===== src/rtl/epf_pkg.sv =====
// ----------------------------------------------------------------------------
// epf_pkg: shared types and constants for the envelope peak finder
// Word layouts, register indexes, reset values and datapath widths.
// ----------------------------------------------------------------------------
package epf_pkg;

    // Default sweep length limit
    localparam int EPF_MAX_SAMPLES = 4096;

    // Field widths
    localparam int SAMPLE_W = 16;
    localparam int INDEX_W  = 12;
    localparam int COUNT_W  = 13;
    localparam int DIST_W   = 16;
    localparam int START_W  = 32;
    localparam int STEP_W   = 24;
    localparam int OFFSET_W = 32;
    localparam int FRAC_W   = 16;

    // Configuration port
    localparam int CFG_IDX_W  = 3;
    localparam int CFG_DATA_W = 32;

    localparam logic [CFG_IDX_W-1:0] REG_START_DISTANCE   = 3'd0;
    localparam logic [CFG_IDX_W-1:0] REG_STEP_DISTANCE    = 3'd1;
    localparam logic [CFG_IDX_W-1:0] REG_OFFSET           = 3'd2;
    localparam logic [CFG_IDX_W-1:0] REG_AMPLITUDE_THRESH = 3'd3;
    localparam logic [CFG_IDX_W-1:0] REG_DISTANCE_LIMIT   = 3'd4;

    // Register reset values
    localparam logic [START_W-1:0]  START_RESET  = '0;
    localparam logic [STEP_W-1:0]   STEP_RESET   = 24'h01_0000;
    localparam logic [OFFSET_W-1:0] OFFSET_RESET = '0;
    localparam logic [SAMPLE_W-1:0] THRESH_RESET = '0;
    localparam logic [DIST_W-1:0]   LIMIT_RESET  = 16'hFFFF;

    // Input word
    typedef struct packed {
        logic [SAMPLE_W-1:0] sample;
        logic                last_sample;
    } sample_word_t;

    // Result word
    typedef struct packed {
        logic                is_peak;
        logic [DIST_W-1:0]   distance_mm;
        logic [SAMPLE_W-1:0] amplitude;
        logic [INDEX_W-1:0]  sample_index;
        logic                qualified;
        logic [COUNT_W-1:0]  peak_count;
        logic [COUNT_W-1:0]  qualified_count;
        logic                sweep_end;
    } result_word_t;

endpackage


===== src/rtl/epf_stream_if.sv =====
// ----------------------------------------------------------------------------
// epf_stream_if: valid/ready channels of the envelope peak finder
// One interface for incoming sample words, one for outgoing result words.
// ----------------------------------------------------------------------------
interface epf_sample_if
    import epf_pkg::*;
();
    logic         valid;
    logic         ready;
    sample_word_t data;

    modport source (output valid, output data, input ready);
    modport sink (input valid, input data, output ready);
endinterface

interface epf_result_if
    import epf_pkg::*;
();
    logic         valid;
    logic         ready;
    result_word_t data;

    modport source (output valid, output data, input ready);
    modport sink (input valid, input data, output ready);
endinterface


===== src/rtl/envelope_peak_finder_unit.sv =====
// ----------------------------------------------------------------------------
// envelope_peak_finder_unit: streaming local-maximum peak detector
// Finds peaks (with plateau handling) in radar envelope sweeps and reports
// distance, amplitude, index, qualification and running counts.
// ----------------------------------------------------------------------------
// The block takes one sample word per clock and keeps that rate for as long
// as results are taken. A sample decides whether its predecessor is a peak.
// A result word goes from the stage one registers into the output register
// once the output register is free. The first stage holds the
// neighbour compares and the 13x24 index-times-step multiply. The second
// stage holds the Q16.16 add, offset subtract, saturation and qualification.
// Samples that cause no result leave a bubble and nothing is emitted for
// them. The last sample of a sweep always gives a word with sweep_end set
// and clears the sweep state. After MAX_SAMPLES samples, further non-last
// samples are dropped. No clearing pass is needed after reset.
module envelope_peak_finder_unit
    import epf_pkg::*;
#(
    parameter int MAX_SAMPLES = EPF_MAX_SAMPLES
) (
    input  logic                  clk,
    input  logic                  rst_n,
    input  logic                  cfg_we,
    input  logic [CFG_IDX_W-1:0]  cfg_index,
    input  logic [CFG_DATA_W-1:0] cfg_data,
    epf_sample_if.sink            samples,
    epf_result_if.source          results
);

    localparam int CNT_W  = $clog2(MAX_SAMPLES + 1);
    localparam int PROD_W = CNT_W + STEP_W;
    localparam int POS_W  = ((PROD_W > START_W) ? PROD_W : START_W) + 1;
    localparam int DIFF_W = POS_W + 1;
    localparam logic [CNT_W-1:0] MAX_CNT = CNT_W'(MAX_SAMPLES);

    // Configuration registers
    logic [START_W-1:0]  start_reg;
    logic [STEP_W-1:0]   step_reg;
    logic [OFFSET_W-1:0] offset_reg;
    logic [SAMPLE_W-1:0] thresh_reg;
    logic [DIST_W-1:0]   limit_reg;

    // Sweep state
    logic [SAMPLE_W-1:0] older_reg, older_next;
    logic [SAMPLE_W-1:0] middle_reg, middle_next;
    logic [SAMPLE_W-1:0] plateau_reg, plateau_next;
    logic [CNT_W-1:0]    cnt_reg, cnt_next;
    logic [COUNT_W-1:0]  raw_total_reg, raw_total_next;
    logic [COUNT_W-1:0]  good_total_reg, good_total_next;

    // First stage
    logic                s1_valid_reg, s1_valid_next;
    logic                s1_peak_reg;
    logic                s1_last_reg;
    logic [SAMPLE_W-1:0] s1_amp_reg;
    logic [INDEX_W-1:0]  s1_idx_reg;
    logic [PROD_W-1:0]   s1_prod_reg;

    // Output register
    logic                out_valid_reg, out_valid_next;
    result_word_t        out_reg;

    // Handshake
    logic in_take;
    logic out_free;
    logic s1_move;

    // Stage one combinational
    logic                active;
    logic                have_two;
    logic                peak;
    logic [CNT_W-1:0]    idx;
    logic [PROD_W-1:0]   prod;

    // Stage two combinational
    logic [POS_W-1:0]    pos;
    logic [DIFF_W-1:0]   diff;
    logic [DIST_W-1:0]   dist_mm;
    logic                qual;
    result_word_t        result_next;

    // ---------------------------------------------------------------- handshake
    assign out_free      = !out_valid_reg || results.ready;
    assign s1_move       = s1_valid_reg && out_free;
    assign samples.ready = !s1_valid_reg || out_free;
    assign in_take       = samples.valid && samples.ready;

    assign results.valid = out_valid_reg;
    assign results.data  = out_reg;

    // ------------------------------------------------------------ configuration
    always_ff @(posedge clk or negedge rst_n)
    begin
        if (!rst_n)
        begin
            start_reg  <= START_RESET;
            step_reg   <= STEP_RESET;
            offset_reg <= OFFSET_RESET;
            thresh_reg <= THRESH_RESET;
            limit_reg  <= LIMIT_RESET;
        end
        else if (cfg_we)
        begin
            case (cfg_index)
                REG_START_DISTANCE:   start_reg  <= cfg_data[START_W-1:0];
                REG_STEP_DISTANCE:    step_reg   <= cfg_data[STEP_W-1:0];
                REG_OFFSET:           offset_reg <= cfg_data[OFFSET_W-1:0];
                REG_AMPLITUDE_THRESH: thresh_reg <= cfg_data[SAMPLE_W-1:0];
                REG_DISTANCE_LIMIT:   limit_reg  <= cfg_data[DIST_W-1:0];
                default:              ;
            endcase
        end
    end

    // ---------------------------------------------- stage one: peak decision
    // Judge the middle sample against its neighbours and the plateau height
    assign active   = cnt_reg < MAX_CNT;
    assign have_two = cnt_reg >= CNT_W'(2);
    assign idx      = cnt_reg - CNT_W'(1);
    assign peak     = active && have_two && (samples.data.sample < middle_reg)
                      && ((middle_reg > older_reg) || (middle_reg == plateau_reg));
    assign prod     = PROD_W'(idx) * PROD_W'(step_reg);

    // Advance the window and plateau tracker; clear after the last sample
    always_comb
    begin
        older_next   = older_reg;
        middle_next  = middle_reg;
        plateau_next = plateau_reg;
        cnt_next     = cnt_reg;
        if (in_take)
        begin
            if (samples.data.last_sample)
            begin
                older_next   = '0;
                middle_next  = '0;
                plateau_next = '0;
                cnt_next     = '0;
            end
            else if (active)
            begin
                if (have_two)
                begin
                    if (middle_reg > plateau_reg && middle_reg > older_reg)
                        plateau_next = middle_reg;
                    else if (middle_reg < older_reg)
                        plateau_next = '0;
                end
                older_next  = middle_reg;
                middle_next = samples.data.sample;
                cnt_next    = cnt_reg + CNT_W'(1);
            end
        end
    end

    // Fill stage one with words that produce a result; drain on move
    always_comb
    begin
        s1_valid_next = s1_valid_reg;
        if (in_take)
            s1_valid_next = peak || samples.data.last_sample;
        else if (s1_move)
            s1_valid_next = 1'b0;
    end

    always_ff @(posedge clk or negedge rst_n)
    begin
        if (!rst_n)
        begin
            older_reg    <= '0;
            middle_reg   <= '0;
            plateau_reg  <= '0;
            cnt_reg      <= '0;
            s1_valid_reg <= 1'b0;
        end
        else
        begin
            older_reg    <= older_next;
            middle_reg   <= middle_next;
            plateau_reg  <= plateau_next;
            cnt_reg      <= cnt_next;
            s1_valid_reg <= s1_valid_next;
        end
    end

    // Hold the stage one payload
    always_ff @(posedge clk)
    begin
        if (in_take)
        begin
            s1_peak_reg <= peak;
            s1_last_reg <= samples.data.last_sample;
            s1_amp_reg  <= peak ? middle_reg : '0;
            s1_idx_reg  <= peak ? INDEX_W'(idx) : '0;
            s1_prod_reg <= prod;
        end
    end

    // ------------------------------------------- stage two: distance and counts
    // Position in Q16.16, minus offset, truncated and saturated to millimetres
    assign pos  = POS_W'(start_reg) + POS_W'(s1_prod_reg);
    assign diff = DIFF_W'(pos) - DIFF_W'(offset_reg);

    always_comb
    begin
        if (diff[DIFF_W-1] || (diff == '0))
            dist_mm = '0;
        else if (|diff[DIFF_W-2:FRAC_W+DIST_W])
            dist_mm = '1;
        else
            dist_mm = diff[FRAC_W+DIST_W-1:FRAC_W];
    end

    assign qual = s1_peak_reg && (s1_amp_reg > thresh_reg) && (dist_mm < limit_reg);

    // Update running counts; clear them once the sweep end word leaves
    always_comb
    begin
        raw_total_next  = raw_total_reg + COUNT_W'(s1_peak_reg);
        good_total_next = good_total_reg + COUNT_W'(qual);

        result_next.is_peak         = s1_peak_reg;
        result_next.distance_mm     = s1_peak_reg ? dist_mm : '0;
        result_next.amplitude       = s1_amp_reg;
        result_next.sample_index    = s1_idx_reg;
        result_next.qualified       = qual;
        result_next.peak_count      = raw_total_next;
        result_next.qualified_count = good_total_next;
        result_next.sweep_end       = s1_last_reg;
    end

    always_comb
    begin
        out_valid_next = out_valid_reg;
        if (s1_move)
            out_valid_next = 1'b1;
        else if (results.ready)
            out_valid_next = 1'b0;
    end

    always_ff @(posedge clk or negedge rst_n)
    begin
        if (!rst_n)
        begin
            raw_total_reg  <= '0;
            good_total_reg <= '0;
            out_valid_reg  <= 1'b0;
        end
        else
        begin
            out_valid_reg <= out_valid_next;
            if (s1_move)
            begin
                raw_total_reg  <= s1_last_reg ? '0 : raw_total_next;
                good_total_reg <= s1_last_reg ? '0 : good_total_next;
            end
        end
    end

    // Load the output word
    always_ff @(posedge clk)
    begin
        if (s1_move)
            out_reg <= result_next;
    end

    // --------------------------------------------------------------- checks
    // A word without a peak is only sent at the end of a sweep
    assert property (@(posedge clk) disable iff (!rst_n)
        results.valid && !results.data.is_peak |-> results.data.sweep_end)
        else $error("result word carries neither a peak nor a sweep end");

    // Qualification implies a peak
    assert property (@(posedge clk) disable iff (!rst_n)
        results.valid && results.data.qualified |-> results.data.is_peak)
        else $error("qualified flag set on a word without a peak");

    // The sample counter stays within the sweep limit
    assert property (@(posedge clk) disable iff (!rst_n)
        cnt_reg <= MAX_CNT)
        else $error("sample counter beyond sweep limit");

    // A last sample restarts the sweep
    assert property (@(posedge clk) disable iff (!rst_n)
        in_take && samples.data.last_sample |=> cnt_reg == '0 && plateau_reg == '0)
        else $error("sweep state not cleared after last sample");

endmodule

===== src/flat_wrapper.sv =====
// flat-port wrapper written by rule: the top's interface ports become plain ports
module envelope_peak_finder_unit_flat import epf_pkg::*;
#(
    parameter int MAX_SAMPLES = EPF_MAX_SAMPLES
)
  (clk, rst_n, cfg_we, cfg_index, cfg_data, samples_valid, samples_data, samples_ready, results_valid, results_data, results_ready);
  epf_sample_if samples_i ();
  epf_result_if results_i ();
  input  logic clk;
  input  logic rst_n;
  input  logic cfg_we;
  input  logic [CFG_IDX_W-1:0] cfg_index;
  input  logic [CFG_DATA_W-1:0] cfg_data;
  input wire logic [$bits(samples_i.valid)-1:0] samples_valid;
  input wire logic [$bits(samples_i.data)-1:0] samples_data;
  output wire logic [$bits(samples_i.ready)-1:0] samples_ready;
  output wire logic [$bits(results_i.valid)-1:0] results_valid;
  output wire logic [$bits(results_i.data)-1:0] results_data;
  input wire logic [$bits(results_i.ready)-1:0] results_ready;
  assign samples_i.valid = samples_valid;
  assign samples_i.data = samples_data;
  assign samples_ready = samples_i.ready;
  assign results_valid = results_i.valid;
  assign results_data = results_i.data;
  assign results_i.ready = results_ready;
  envelope_peak_finder_unit #(.MAX_SAMPLES(MAX_SAMPLES)) u_core (.clk(clk), .rst_n(rst_n), .cfg_we(cfg_we), .cfg_index(cfg_index), .cfg_data(cfg_data), .samples(samples_i), .results(results_i));
endmodule

===== config.mk =====
export PLATFORM = sky130hd
export DESIGN_NAME = envelope_peak_finder_unit_flat
export DESIGN_NICKNAME = d
export VERILOG_FILES = /design/src/rtl/epf_pkg.sv /design/src/rtl/epf_stream_if.sv /design/src/rtl/envelope_peak_finder_unit.sv /design/src/flat_wrapper.sv
export SDC_FILE = /design/constraint.sdc
export NUM_CORES = 1
export LEC_CHECK = 0
export BUFFER_PORTS_ARGS = -buffer_cell sky130_fd_sc_hd__buf_4
export CAP_MARGIN = 40
export CORE_MARGIN = 10
export CORE_UTILIZATION = 40
export CTS_CLUSTER_SIZE = 14
export DETAILED_ROUTE_END_ITERATION = 12
export PLACE_DENSITY = 0.62
export SLEW_MARGIN = 20
export SYNTH_ARGS = -nofsm -noshare
export SYNTH_HDL_FRONTEND = slang
export SYNTH_SLANG_ARGS = --single-unit
export TNS_END_PERCENT = 100

===== constraint.sdc =====
create_clock -name clk -period 10 [get_ports clk]
set_input_delay 1 -clock clk [delete_from_list [all_inputs] [get_ports clk]]
set_output_delay 1 -clock clk [all_outputs]
set_load 0.02 [all_outputs]

Word-level counts from Yosys, hierarchy flattened --
Index checks and enable logic that the tools add are counted.
Storage, ports and cells: flip-flop bits (word level) 349, bits of input ports 57, output and inout port bits 75, word-level logic and storage cells 95
Cells by class: add/sub/neg operators 6, multiply operators 1, magnitude comparators 8, eq/ne operators 5, mux-type cells 19, reduce and logical (&&, ||, !) cells 30
Operators with widths (count):
- $mux 16 | 11
- $mux 13 | 4
- $gt 16x16->1 | 3
- $lt 16x16->1 | 3
- $logic_not 39->1 | 1
- $sub 38x32->39 | 1
- $add 32x37->38 | 1
- $mul 13x24->37 | 1
- $add 13x1->13 | 2
- $eq 16x16->1 | 1
- $add 13x1->13 const B | 1
- $ge 13x2->1 const B | 1
- $lt 13x13->1 const B | 1
- $sub 13x1->13 const B | 1
- $reduce_and 2->1 | 6
- $logic_and 1x1->1 | 8
- $reduce_bool 2->1 | 4
- $eq 3x2->1 const B | 2
- $reduce_or 6->1 | 1
- $logic_or 1x1->1 | 5
- $mux 1 | 4
- $reduce_and 4->1 | 1
- $eq 3x1->1 const B | 1
- $eq 3x3->1 const B | 1
- other kinds (3) | 4

Depth between registers and ports, before layout --
Gate-level depths: netlist (run 1).
word-level depth 9, mapped depth 35, gate-level depth less buffers 33

Worst setup path before layout (run 1) --
No wires, ideal clock.
kind reg2reg, from register u_core.cnt_reg[0], to register u_core.s1_prod_reg[33] (data pin), library setup time 0.260 ns, arrival time 6.838 ns, required time 9.740 ns, setup slack 2.902 ns, cell stages (with the launch flop) 30, buffers on the path 2, clock period less this slack 7.098 ns, cell sequence dfrtp_1 > clkbuf_1 > inv_1 > ha_1 > nand2b_1 > nor2b_1 > nand2_1 > nor3_1 > xor2_1 > clkbuf_1 > nand2_1 > fa_1 > fa_1 > inv_1 > fa_1 > inv_1 > fa_1 > inv_1 > fa_1 > ha_1 > a21o_1 > a21o_1 > a211oi_1 > o21ai_1 > a211oi_1 > nor4b_1 > a211oi_1 > nand2b_1 > a21oi_1 > xnor2_1
Between the ends: longest elaborated chain between the ends 2
Ends and longest elaborated chain:
- from (decl) | RTL line envelope_peak_finder_unit.sv:47 | logic [CNT_W-1:0] cnt_reg, cnt_next;
- from (signal assigned) | RTL line envelope_peak_finder_unit.sv:181 | cnt_reg <= cnt_next;
- $sub 13x1->13 | RTL line envelope_peak_finder_unit.sv:119 | assign idx = cnt_reg - CNT_W'(1);
- named net u_core.idx[0] | RTL line envelope_peak_finder_unit.sv:72 | logic [CNT_W-1:0] idx;
- $mul 13x24->37 | RTL line envelope_peak_finder_unit.sv:122 | assign prod = PROD_W'(idx) * PROD_W'(step_reg);
- named net u_core.prod[33] | RTL line envelope_peak_finder_unit.sv:73 | logic [PROD_W-1:0] prod;
- to (signal assigned) | RTL line envelope_peak_finder_unit.sv:195 | s1_prod_reg <= prod;
- to (decl) | RTL line envelope_peak_finder_unit.sv:57 | logic [PROD_W-1:0] s1_prod_reg;
The timed path passes the listed nets, and every way through them passes these cells. A chain may end at the register's enable or synchronous reset.

Final worst setup path (run 1) --
Ends and elaborated chain as after synthesis.

==> reports/qor.yml, run 1 <==
worst_setup_path:
  worst_setup_path_end_kind: "flip-flop"
  slowest_stage: "dfrtp_1"
  path_delay_family: "adder cells"
  cp.arrival_ns: 8.31
  start_kind: "flip-flop"
  slowest_delay_ns: 0.57
  cp_max_fo: 25
  r2r-start: "u_core.cnt_reg[0]$_DFFE_PN0P_"
  crit_required_ns: 10.26
  crit_top_cell: "fa_1"
  crit_type: "reg2reg"
  worst-path-buf-inv: 6
  worstSetupStartpoint: "u_core.cnt_reg[0]$_DFFE_PN0P_"
detailed_routing:
  route.detailed.drc: 0
  drt-total-wl_um: 66600
  met2_length_um: 32510
  vias_per_cell: 5.194
  num_vias: 18960
  drt_iter0_markers: 1096
  dr.pass1.iters: 5
  m1WireLength_um: 29910
  wl_met3_um: 2598
  topRoutingLayerUsed: "met4"
  route.detailed.wl_per_inst_um: 18.24
  detail-route-antenna-nets: 0
timing:
  finClkSkew_ns: 0.02509
  maxSlewViolCount: 0
  slew_headroom_pct: 46.63
  rsz0062_at_grt: "false"
  finalCritPeriodShare_pct: 80.45
  setup_viol: 0
  fmax_ghz: 0.1243
  final_hold_viol_count: 0
  min_period_ns: 8.045
  finalSetupTns_ns: 0
  worst_pin_slew_ns: 0.8004
yosys:
  synth_cell_types: 70
  syn_area_sq_mm: 0.02738
  synth_edf_count: 140
  syn_area_per_cell_sq_um: 10.34
  synthArstFlopShare_pct: 59.89
  synthTopCellsByArea: "fa_1 (20%), dfrtp_1 (18%), edfxtp_1 (15%)"
  ys_ff_latch: 349
  synth-seq-area-share_pct: 34.53
  synth_top_area_share_pct: 20.03
  syn_inst: 2648
  synth_nets: 3186
  yosysTopAreaCell: "fa_1"
  yosys_warnings: 0
  ys_dominant_reg_cell: "dfrtp_1"
finish:
  layout-drive-gt1-share_pct: 12.81
  layout_common_cells: "inv_1 (443), nand2_1 (295), fa_1 (274)"
  nets: 3287
  largest_reg_flops: 73
  area_growth_pct: 12.33
  final_common_cell: "inv_1"
  diodes: 0
placement:
  port_buffers: 131
  gp_congestion: 0.8791
  dp_hpwl_um: 51660
floorplan:
  initial_core_util_pct: 40.55
  fp.dieH_um: 281.6
  placementRows: 95
  die_w_um: 281.6
  coreArea_sq_mm: 0.06751
  die-area_sq_mm: 0.07932
  ios: 132
grt:
  grt_pass1_vias: 20380
  grt_util_all_layers_pct: 17.12
  globalRouteOverflowTotal: 0
  grt_antenna_before_repair: 0
  grt_max_degree: 69
  grt_pass1_wl_um: 109600
clock_tree:
  ctsResizeCount: 0
  clock_latency_ns: 0.53
  root_buffer: "clkbuf_16"
  cts_buffers: 38
  cts_htree_levels: 2
  ctsHoldBuffers: 0
  clkTransAtPathRegs_ns: 0.06
  cts_tree: "done"
  cts.sinks: 349
  cts_max_path_buffers: 3
  post_cts_buffers: 0
min_path:
  min_path_type: "in2async"
run:
  drv_cap: 0
outcome:
  status: "completed"
## final timing paths
path | depth (start not counted) | to | slack (ns)
worst max-delay path | 29 | u_core.s1_prod_reg[33]$_DFFE_PP_ | 1.96
worst max register to register | 29 | u_core.s1_prod_reg[33]$_DFFE_PP_ | 1.96
max in group asynchronous | 5 | u_core.step_reg[16]$_DFFE_PN1P_ | 7.81
worst min register to register | 0 | u_core.results.data[35]$_DFFE_PP_ | 0.42
min in group clk | 0 | u_core.results.data[35]$_DFFE_PP_ | 0.42
worst min-delay path | 1 | u_core.cnt_reg[9]$_DFFE_PN0P_ | 0.41
## cell usage after synthesis (all sizes together), types with 13 or more instances
cell and count:
and2 50, nand3 31, mux2 73, dfstp 17, nand2b 46, xor2 38, xnor2 51, edfxtp 140
nor3 17, o21ai 123, a211oi 13, ha 207, clkbuf 100, and3 20, a21o 44, o21a 20
inv 444, fa 274, nand2 295, dfrtp 192, a21oi 105, nand4 20, a22o 58, nor2 63
nor2b 108
## final cells by class
class                           count  area [sq um]
Inverter                          445          1672
Timing Repair Buffer              166          1389
Sequential cell                   349          9455
Multi-Input combinational cell   1749         15930
Clock inverter                     23         163.9
Tap cell                          873          1092
Clock buffer                       46          1054
Fill cell                        6278         36760
## cells by family (layout without fill, tap and decap cells)
kind of cell             Yosys count  after routing  share of synthesized area (%)
flip-flops                       349            349                          34.53
AND/OR/NAND/NOR                  680            680                          12.23
AO/OA/AOI/OAI                    426            426                          10.25
buffers and inverters            550            680                          7.650
adder cells (fa/ha/maj)          481            481                          29.49
XOR/XNOR                          89             89                          2.847
multiplexers                      73             73                          3.002
## layer usage
| metal | vias to the layer above | track usage, % |
|---|---|---|
| met3 | 99 | 1.918 |
| met1 | 9694 | 22.55 |
| met2 | 361 | 29.50 |
| met4 | 0 | 4.648 |
| met5 | - | 0 |
| li1 | 8809 | - |
## through the flow
stage / util, % / hold WS [ns] / area [sq um] / cells / setup slack (ns)
after floorplan: - / 0.4003 / 27380 / 2648 / 2.902
after global placement: 43.44 / 0.4056 / 29330 / 3572 / 1.813
after detailed placement: 43.65 / 0.4054 / 29470 / 3579 / 1.947
after CTS: 45.46 / 0.4199 / 30690 / 3648 / 1.908
after global routing: 45.56 / 0.4244 / 30760 / 3651 / 1.275
final: 45.56 / 0.4097 / 30760 / 3651 / 1.955
Power of run 1 is left out: the tool's default activity adds up to more than one toggle a clock period on the data nets, which glitch-free logic cannot reach.
==> run 2, diff against run 1 <==
- clock period: 10 -> 7.49 ns (I/O delays scaled with it)
==> reports/qor.yml, run 2 (same netlist as run 1, synthesis figures left out) <==
outcome:
  status: "completed"
placement:
  dp_hpwl_um: 51800
  gp_congestion: 0.8962
  port_buffers: 131
  dpl-instance-area_sq_mm: 0.02950
worst_setup_path:
  slowest_stage: "fa_1"
  worst_setup_path_end_kind: "flip-flop"
  r2r_cells: 23
  cp_max_fo: 10
  slowest_delay_ns: 0.57
  start_kind: "flip-flop"
  path_delay_family: "adder cells"
  crit_type: "reg2reg"
  cp_cell_sequence: "nor3_1 > buf_4 > xor2_2 > nand2_1 > fa_1 > inv_1 > fa_1 > inv_1 > fa_1 > inv_1 > fa_1 > fa_1 > ha_1 > or4_1 > a211o_1 > a211oi_2 > o211ai_1 > a31oi_2 > o21ai_2 > a221oi_4 > o21ai_2 > a21oi_2 > xnor2_1"
  crit_required_ns: 7.78
  crit_top_cell: "fa_1"
  worst-path-buf-inv: 4
  cp.arrival_ns: 7.48
  critical_path_depth: 23
clock_tree:
  clock_latency_ns: 0.57
  cts_max_path_buffers: 3
  cts_buffers: 37
  cts.sinks: 349
  clkTransAtPathRegs_ns: 0.06
  cts_tree: "done"
  root_buffer: "clkbuf_16"
  ctsHoldBuffers: 0
  cts_htree_levels: 2
grt:
  grt_util_all_layers_pct: 17.18
  grt_pass1_wl_um: 110600
  gr-usage-met3_pct: 2.298
  grt_pass1_vias: 20680
  globalRouteOverflowTotal: 0
  grt_use_met2_pct: 30.10
  grt_max_degree: 98
  gr-max-usage-layer: "met2"
  grt_antenna_before_repair: 0
  grt.met1_usage_pct: 22.51
finish:
  layout_common_cells: "inv_1 (443), nand2_1 (295), fa_1 (274)"
  finish.instance_area_sq_mm: 0.03100
  nets: 3302
  final_common_cell: "inv_1"
  largest_reg_flops: 73
  layout-drive-gt1-share_pct: 14.11
  post-route-util_pct: 45.92
  area_growth_pct: 13.22
  diodes: 0
timing:
  final_hold_viol_count: 0
  worst_pin_slew_ns: 0.8199
  fmax_ghz: 0.1392
  slew_headroom_pct: 45.34
  maxSlewViolCount: 0
  min_period_ns: 7.186
  rsz0062_at_grt: "true"
  finClkSkew_ns: 0.02859
  setup_viol: 0
  finalCritPeriodShare_pct: 95.94
detailed_routing:
  route.detailed.wl_per_inst_um: 18.26
  drt_iter0_markers: 1201
  num_vias: 18990
  drt-total-wl_um: 66930
  detail-route-antenna-nets: 0
  dr.pass1.iters: 5
  vias_per_cell: 5.180
  route.detailed.drc: 0
floorplan:
  ios: 132
  fp.dieH_um: 281.6
  die_w_um: 281.6
  initial_core_util_pct: 40.55
  coreArea_sq_mm: 0.06751
  placementRows: 95
  die-area_sq_mm: 0.07932
run:
  drv_cap: 0
min_path:
  min_path_type: "in2async"
## run 2: what timing repair did
action | in CTS | in global routing
endpoints found under the setup margin | 4 | 18
pin swaps | 1 | 4
resized for setup | 1 | 30
gates cloned | 0 | 0
buffers inserted | 3 | 2
## run 2: final timing paths
| kind | from | end | slack (ns) |
|---|---|---|---|
| max | u_core.cnt_reg[2]$_DFFE_PN0P_ | u_core.s1_prod_reg[36]$_DFFE_PP_ | 0.30 |
| min | rst_n | u_core.cnt_reg[4]$_DFFE_PN0P_ | 0.20 |
| max reg2reg | u_core.cnt_reg[2]$_DFFE_PN0P_ | u_core.s1_prod_reg[36]$_DFFE_PP_ | 0.30 |
| min reg2reg | u_core.s1_idx_reg[4]$_SDFFCE_PN0P_ | u_core.results.data[32]$_DFFE_PP_ | 0.42 |
| max in group asynchronous | rst_n | u_core.offset_reg[28]$_DFFE_PN0P_ | 5.93 |
| min in group clk | cfg_data[30] | u_core.start_reg[30]$_DFFE_PN0P_ | 0.41 |
## run 2: layout make-up
type / count / area (sq um)
sequential: 349 / 9455
tap: 873 / 1092
timing repair buffer: 182 / 1398
fill: 6252 / 36520
multi-input combinational: 1749 / 16080
inverter: 445 / 1672
clock buffer: 45 / 985.9
clock inverter: 23 / 317.8
## run 2: stage by stage
step	hold WS, ns	worst slack [ns]	std cells	TNS, ns
after floorplan	0.4003	0.3924	2648	0
after global placement	0.4097	0.05719	3590	0
after detailed placement	0.4057	-0.01045	3592	-0.01045
after CTS	0.2468	0.06159	3663	0
after global routing	0.2536	-0.04215	3666	-0.06433
final	0.1980	0.3045	3666	0
## run 2: metal layers
metal | share of wire (%) | up-vias | wire length [um]
met1 | 45 | 9719 | 29900
met2 | 50 | 369 | 33200
met4 | 1.4 | 0 | 933
met5 | 0 | - | 0
li1 | - | 8837 | -
met3 | 4.3 | 66 | 2896
Power of run 2 is left out for the same reason.
